<file path="src/rtl/tfmd_pkg.sv">
`timescale 1ns / 1ps

package tfmd_pkg;

   // Store geometry
   localparam int DEPTH        = 64;
   localparam int FILTER_SLOTS = 6;
   localparam int CNT_W        = $clog2(DEPTH + 1);
   localparam int REQ_W        = 3;
   localparam int TYPE_W       = 32;
   localparam int HANDLE_W     = 16;
   localparam int STATUS_W     = 2;
   localparam int FCOUNT_W     = 3;
   localparam int CSR_IDX_W    = $clog2(FILTER_SLOTS + 2);
   localparam int CSR_DATA_W   = 32;

   // Request codes
   localparam logic [REQ_W-1:0] REQ_PUSH_TAIL = 3'd0;
   localparam logic [REQ_W-1:0] REQ_PUSH_HEAD = 3'd1;
   localparam logic [REQ_W-1:0] REQ_POP_HEAD  = 3'd2;
   localparam logic [REQ_W-1:0] REQ_PEEK_HEAD = 3'd3;
   localparam logic [REQ_W-1:0] REQ_POP_FILT  = 3'd4;
   localparam logic [REQ_W-1:0] REQ_PEEK_FILT = 3'd5;

   // Status codes
   localparam logic [STATUS_W-1:0] STATUS_OK       = 2'd0;
   localparam logic [STATUS_W-1:0] STATUS_EMPTY    = 2'd1;
   localparam logic [STATUS_W-1:0] STATUS_DISABLED = 2'd2;
   localparam logic [STATUS_W-1:0] STATUS_FULL     = 2'd3;

   // Register indexes
   localparam int CSR_FILTER_COUNT = 0;
   localparam int CSR_FILTER_BASE  = 1;
   localparam int CSR_QUEUE_ENABLE = FILTER_SLOTS + 1;

   // Cell operations
   localparam logic [1:0] CELL_HOLD       = 2'd0;
   localparam logic [1:0] CELL_LOAD       = 2'd1;
   localparam logic [1:0] CELL_FROM_LEFT  = 2'd2;
   localparam logic [1:0] CELL_FROM_RIGHT = 2'd3;

   typedef logic [CNT_W-1:0]     count_type;
   typedef logic [DEPTH-1:0]     vec_type;
   typedef logic [CSR_IDX_W-1:0] csr_idx_type;

   typedef struct packed {
      logic [TYPE_W-1:0]   msg_type;
      logic [HANDLE_W-1:0] msg_handle;
   } entry_type;

   typedef struct packed {
      logic [1:0] op;
      logic       hit_en;
   } cell_ctl_type;

   typedef struct packed {
      logic [FILTER_SLOTS-1:0]             active;
      logic [FILTER_SLOTS-1:0][TYPE_W-1:0] words;
   } filter_set_type;

endpackage

</file>
<file path="src/rtl/tfmd_cell.sv">
`timescale 1ns / 1ps

module tfmd_cell (
   input  logic                     clock,
   input  tfmd_pkg::cell_ctl_type   ctl,
   input  tfmd_pkg::filter_set_type filters,
   input  logic                     occupied,
   input  tfmd_pkg::entry_type      new_entry,
   input  tfmd_pkg::entry_type      left_entry,
   input  tfmd_pkg::entry_type      right_entry,
   output tfmd_pkg::entry_type      entry,
   output logic                     hit
);

   tfmd_pkg::entry_type entry_ff;
   tfmd_pkg::entry_type entry_in;
   logic                hit_ff;
   logic                match;

   // Next slot content: hold, load, or shift from a neighbor
   always_comb begin
      case (ctl.op)
         tfmd_pkg::CELL_HOLD:       entry_in = entry_ff;
         tfmd_pkg::CELL_LOAD:       entry_in = new_entry;
         tfmd_pkg::CELL_FROM_LEFT:  entry_in = left_entry;
         tfmd_pkg::CELL_FROM_RIGHT: entry_in = right_entry;
         default:                   entry_in = entry_ff;
      endcase
   end

   // Compare held type against every active filter word
   always_comb begin
      match = 1'b0;
      for (int j = 0; j < tfmd_pkg::FILTER_SLOTS; j++) begin
         if (filters.active[j] && (filters.words[j] == entry_ff.msg_type)) begin
            match = 1'b1;
         end
      end
   end

   always_ff @(posedge clock) begin
      entry_ff <= entry_in;
      if (ctl.hit_en) begin
         hit_ff <= occupied && match;
      end
   end

   assign entry = entry_ff;
   assign hit   = hit_ff;

endmodule

</file>
<file path="config.mk">
export PLATFORM = sky130hd
export DESIGN_NAME = tfmd_cell
export DESIGN_NICKNAME = d
export VERILOG_FILES = /design/src/rtl/tfmd_pkg.sv /design/src/rtl/tfmd_cell.sv
export SDC_FILE = /design/constraint.sdc
export NUM_CORES = 1
export LEC_CHECK = 0
export BUFFER_PORTS_ARGS = -buffer_cell sky130_fd_sc_hd__clkbuf_2
export CORE_AREA = 2 2 155 157
export DETAILED_ROUTE_END_ITERATION = 12
export DIE_AREA = 0 0 157 159
export SYNTH_ARGS = -nofsm -noshare
export SYNTH_HDL_FRONTEND = slang
export SYNTH_SLANG_ARGS = --single-unit
</file>
<file path="constraint.sdc">
create_clock -name clock -period 2.31 [get_ports clock]
set_input_delay 0.3465 -clock clock [delete_from_list [all_inputs] [get_ports clock]]
set_output_delay 0.3465 -clock clock [all_outputs]
set_load 0.03 [all_outputs]
</file>
# Yosys cells after proc, flatten, opt, wreduce, memory -nomap -nowiden
# Cells that the tools add are included.
dict set report totals {
  mem_bits_ro 0
  latch_bits 0
  ramBits 0
  wordCells 27
  out_inout_bits 49
  mem_count 0
  register_bits 49
}
dict set report classes {
  n_bitwise 0
  multipliers 0
  n_addsub 0
  mux 7
  div 0
  n_eq_ne 9
  n_reduce_logical 8
  shifts 0
  magnitude_cmp 0
}
# cell n
set op_table {}
lappend op_table {{equality test 32 bit} 6}
lappend op_table {{case mux 48 bit (3 select lines)} 1}
lappend op_table {{logical AND 1 bit} 7}
lappend op_table {{2-to-1 mux 1 bit} 6}
lappend op_table {{equality test 2 bit, second input constant} 2}
lappend op_table {{equality test 2 x 1 -> 1 bit, second input constant} 1}
lappend op_table {{logical NOT 2 bit} 1}

# Depth between registers and ports, before layout
dict set report logic_depth {
  word_depth 9
  ltp_mapped 7
  ltp_nobuf 6
}

# Least setup slack after synthesis
# Ideal clock, no wire load.
dict set report synth_path {
  path_kind {in2reg}
  from {in ctl[1] in the netlist's numbering}
  to {reg entry_ff (netlist bit entry[0]) (enable)}
  path_stages 4
  n_path_buf 3
  t_arrival_ps 1701
  setup_slack_ps 225
  setup_time_ps 384
  required_ps 1926
  cell_sequence {clkbuf_1 -> buf_2 -> buf_2 -> or2_2}
}
dict set report synth_via {
  elab_chain_cells 1
}
# item line
set synth_lines {}
lappend synth_lines {{from (decl)} tfmd_cell.sv:5} ;# input tfmd_pkg::cell_ctl_type ctl,
lappend synth_lines {{logical NOT 2 bit} tfmd_cell.sv:22} ;# case (ctl.op)
lappend synth_lines {{to (signal assigned)} tfmd_cell.sv:42} ;# entry_ff <= entry_in;
lappend synth_lines {{to (decl)} tfmd_cell.sv:15} ;# tfmd_pkg::entry_type entry_ff;
# No other way between the ends.
# A chain may end at the register's enable or synchronous reset.

# Worst setup path in the final report
dict set report layout_path {
  from {reg entry_ff (netlist bit entry[17])}
  to {reg hit_ff (netlist: hit), data pin}
}
dict set report layout_via {
  elab_chain_cells 9
}
# item line
set layout_lines {}
lappend layout_lines {{equality test 32 bit} tfmd_cell.sv:35} ;# if (filters.active[j] && (filters.words[j] == entry_ff.msg_type)) begin
lappend layout_lines {{logical AND 1 bit} tfmd_cell.sv:35}
lappend layout_lines {{2-to-1 mux 1 bit (5 in a row)} tfmd_cell.sv:35}
lappend layout_lines {{2-to-1 mux 1 bit *} tfmd_cell.sv:35}
lappend layout_lines {{logical AND 1 bit *} tfmd_cell.sv:44} ;# hit_ff <= occupied && match;
lappend layout_lines {{to (signal assigned)} tfmd_cell.sv:44}
lappend layout_lines {{to (decl)} tfmd_cell.sv:17} ;# logic hit_ff;
# Mark *: on every way between the ends. The rest lies on a longest branch, timed or not.

==> results.cfg <==
[run_status]
outcome = complete, no violations

[die]
die_height_um = 159
design.die.area_sq_mm = 0.02496
die_width_um = 157
start_util_pct = 20.86
design.core.area_sq_mm = 0.02319
boundaryPins = 396
core.rowCount = 56

[worst_setup_path]
timing.setup.critical_path_class = register to register
cp-start-kind = register
timing.rr.end = hit
r2r_slack_ns = 0.16
regToRegStartpoint = entry[17]
worst-path-max-fanout = 5
timing.critical_path.required_ns = 2.47
worst-r2r-cell-count = 6
timing.critical_path.to_type = register
arrival_ns = 2.32

[place]
place.gp.congestion = 0.8921
dpl_worst_slack_ns = -0.05838
post_dp_cell_area_sq_mm = 0.007257
place.detailed.hpwl_um = 21940
dp.cells = 1212
port_bufs = 395

[clock_tree]
clockRootBuffer = sky130_fd_sc_hd__clkbuf_16
ctsLongestPathBuffers = 2
clk_latency_ns = 0.30
h-tree-depth = 2
cts.clk_slew.worst_paths_ns = 0.07
clock-sinks = 49
postCtsHoldBufs = 0
tritoncts = yes
tritoncts.num_buffers = 5

[synth]
synthesis.area_per_instance_sq_um = 9.597
synth-warning-count = 0
synth_area_sq_mm = 0.004837
yosys.area_share.simple_pct = 12.13
synth-compound-area-share_pct = 5.458
yosys.cell_types.count = 20
synth_area_leader_cell = sky130_fd_sc_hd__edfxtp_1
synthArstFlopShare_pct = 0
synth_top_family_by_area = XOR/XNOR gates
post_synth_main_area_contributors = sky130_fd_sc_hd__edfxtp_1 (30%), sky130_fd_sc_hd__xnor2_1 (22%), sky130_fd_sc_hd__xor2_1 (12%)
synth_edf_count = 49
synthDominantCellAreaShare_pct = 30.42
synth_fa_ha_area_share_pct = 0
synth.net_count = 851
yosys_register_bits = 49
synth_sequential_area_ratio_pct = 30.42
netlist_instances = 504
most_used_dff_post_synth = sky130_fd_sc_hd__edfxtp_1
portion_of_netlist_area_occupied_by_mux_cells_pct = 9.933
yosys.area_share.xor_xnor_pct = 35.77

[layout]
synthToLayoutAreaGrowth_pct = 54.29
final_common_cell = sky130_fd_sc_hd__clkbuf_2
layout.cells.non_filler = 1224
fillerInstances = 2465
layout.cell_area.non_filler_sq_mm = 0.007463
fin_nets = 1249
final_cell_mix = sky130_fd_sc_hd__clkbuf_2 (393), sky130_fd_sc_hd__xnor2_1 (119), sky130_fd_sc_hd__xor2_1 (68), sky130_fd_sc_hd__edfxtp_1 (49)
drive_above_1_share_pct = 50.50

[sta]
setup_ws_ns = 0.1550
setup_repair_after_global_routing_missed_its_margin = false
timing_worst_slew_pin_value_ns = 0.6300
hold_viol_final = 0
max_slew_margin_pct = 58.00
period_utilization_pct = 93.29
setup_viol_count_final = 0
report.final.slew_viol_count = 0
max_clock_freq_mhz = 464.0
worst_clock_skew_ns = 0.005564
timing.final.crit_period_ns = 2.155

[route]
viasPerCell = 4.238
drt-pass1-iter-count = 4
postRouteWirelength_um = 25270
post-route-drc-count = 0
drtAntennaViolNets = 0
routed_wire_length_per_instance_um = 20.64
route.vias.total = 5187
first_iteration_detailed_routing_drc_count = 265

[power_and_ir_drop]
pwr_density_mw_per_mm2 = 504.6
post-layout-total-power_mw = 3.766
total_leakage_power_nw = 3.496
ir_drop_mv = 0.2773

[hold_path]
hold_path_startpoint = ctl[0]
holdPathStages = 1
timing.hold.worst.class = input port to register
hold_path_end = hit

[grt]
groute.usage.overall_pct = 19.44
grt_overflow_total = 0
wire_length_of_the_first_global_routing_pass_um = 34290
grt_start_max_net_pins = 49
initial_antenna_violation_count = 3
via_count_of_the_first_global_routing_pass = 5365

[job]
cap_viol_max_count = 0
==> routing by layer <==
layer / GRT usage [%] / part of all wire [%] / up-vias
met5: 0 / 0.051 / -
met4: 6.422 / 2.8 / 2
met3: 3.729 / 7.1 / 33
met2: 36.12 / 51 / 266
met1: 21.98 / 39 / 2344
li1: - / - / 2542
==> cells by family (layout without fill, tap and decap cells) <==
group	after synthesis	in the layout
AND/OR/NAND/NOR	115	115
multiplexers	48	48
buffers and inverters	49	448
other	0	2
flip-flops	49	49
XOR/XNOR	192	192
AO/OA/AOI/OAI	51	51
==> stage by stage <==
stage               utilization, %  hold slack [ns]  TNS [ns]
floorplan                        -           0.4590         0
global placement             31.29           0.6111         0
detailed placement           31.29           0.6123  -0.05838
CTS                          31.95           0.2958         0
global route                 32.18           0.2897         0
finish                       32.18           0.2983         0
==> layout make-up <==
class	count	area, sq um	area share (%)
Multi-Input combinational cell	406	3089	41.39
Sequential cell	49	1471	19.71
Tap cell	319	399.1	5.348
Clock buffer	5	125.1	1.676
Clock inverter	3	21.27	0.2850
Antenna cell	2	5.005	0.06706
Timing Repair Buffer	440	2352	31.52
==> cells in the mapped netlist, drive strengths merged (2+ instances only) <==
master,number
mux2i,48
nand3,6
xnor2,124
edfxtp,49
xor2,68
o22ai,2
nor3,4
clkbuf,9
a21oi,48
buf,40
nand4,34
nor4,22
nor2,48
==> power by group <==
part / switching (mW) / internal, mW
logic: 0.958 / 0.791
registers: 0.138 / 1.10
clock network: 0.370 / 0.405
total: 1.47 / 2.30
==> registers in the layout, summed over array words and instances, names as in the netlist <==
signal	flops
hit	1
entry	48
==> worst max path at each step <==
stage,slack [ns],end,start,depth (start not counted)
CTS,0.02,hit,entry[43],6
detailed placement,-0.06,hit,entry[31],6
finish,0.16,hit,entry[17],6
global route,0.01,hit,entry[17],6
floorplan,0.22,entry[0],ctl[1],4
global placement,0.06,hit,entry[29],6
==> worst max-delay path, stage by stage, from the launching register on <==
cell	delay, ns
sky130_fd_sc_hd__edfxtp_1	0.53
sky130_fd_sc_hd__xnor2_1	0.23
sky130_fd_sc_hd__nand4_1	0.18
sky130_fd_sc_hd__nor4_4	0.36
sky130_fd_sc_hd__nand4_1	0.15
sky130_fd_sc_hd__nor4_1	0.36
sky130_fd_sc_hd__o41a_1	0.22
==> repair_timing <==
action	4_1_cts	5_1_grt
buffers inserted	0	2
endpoints found under the setup margin	1	1
gates resized for setup	1	3
Note: power is estimated with default switching activity, not from simulation.
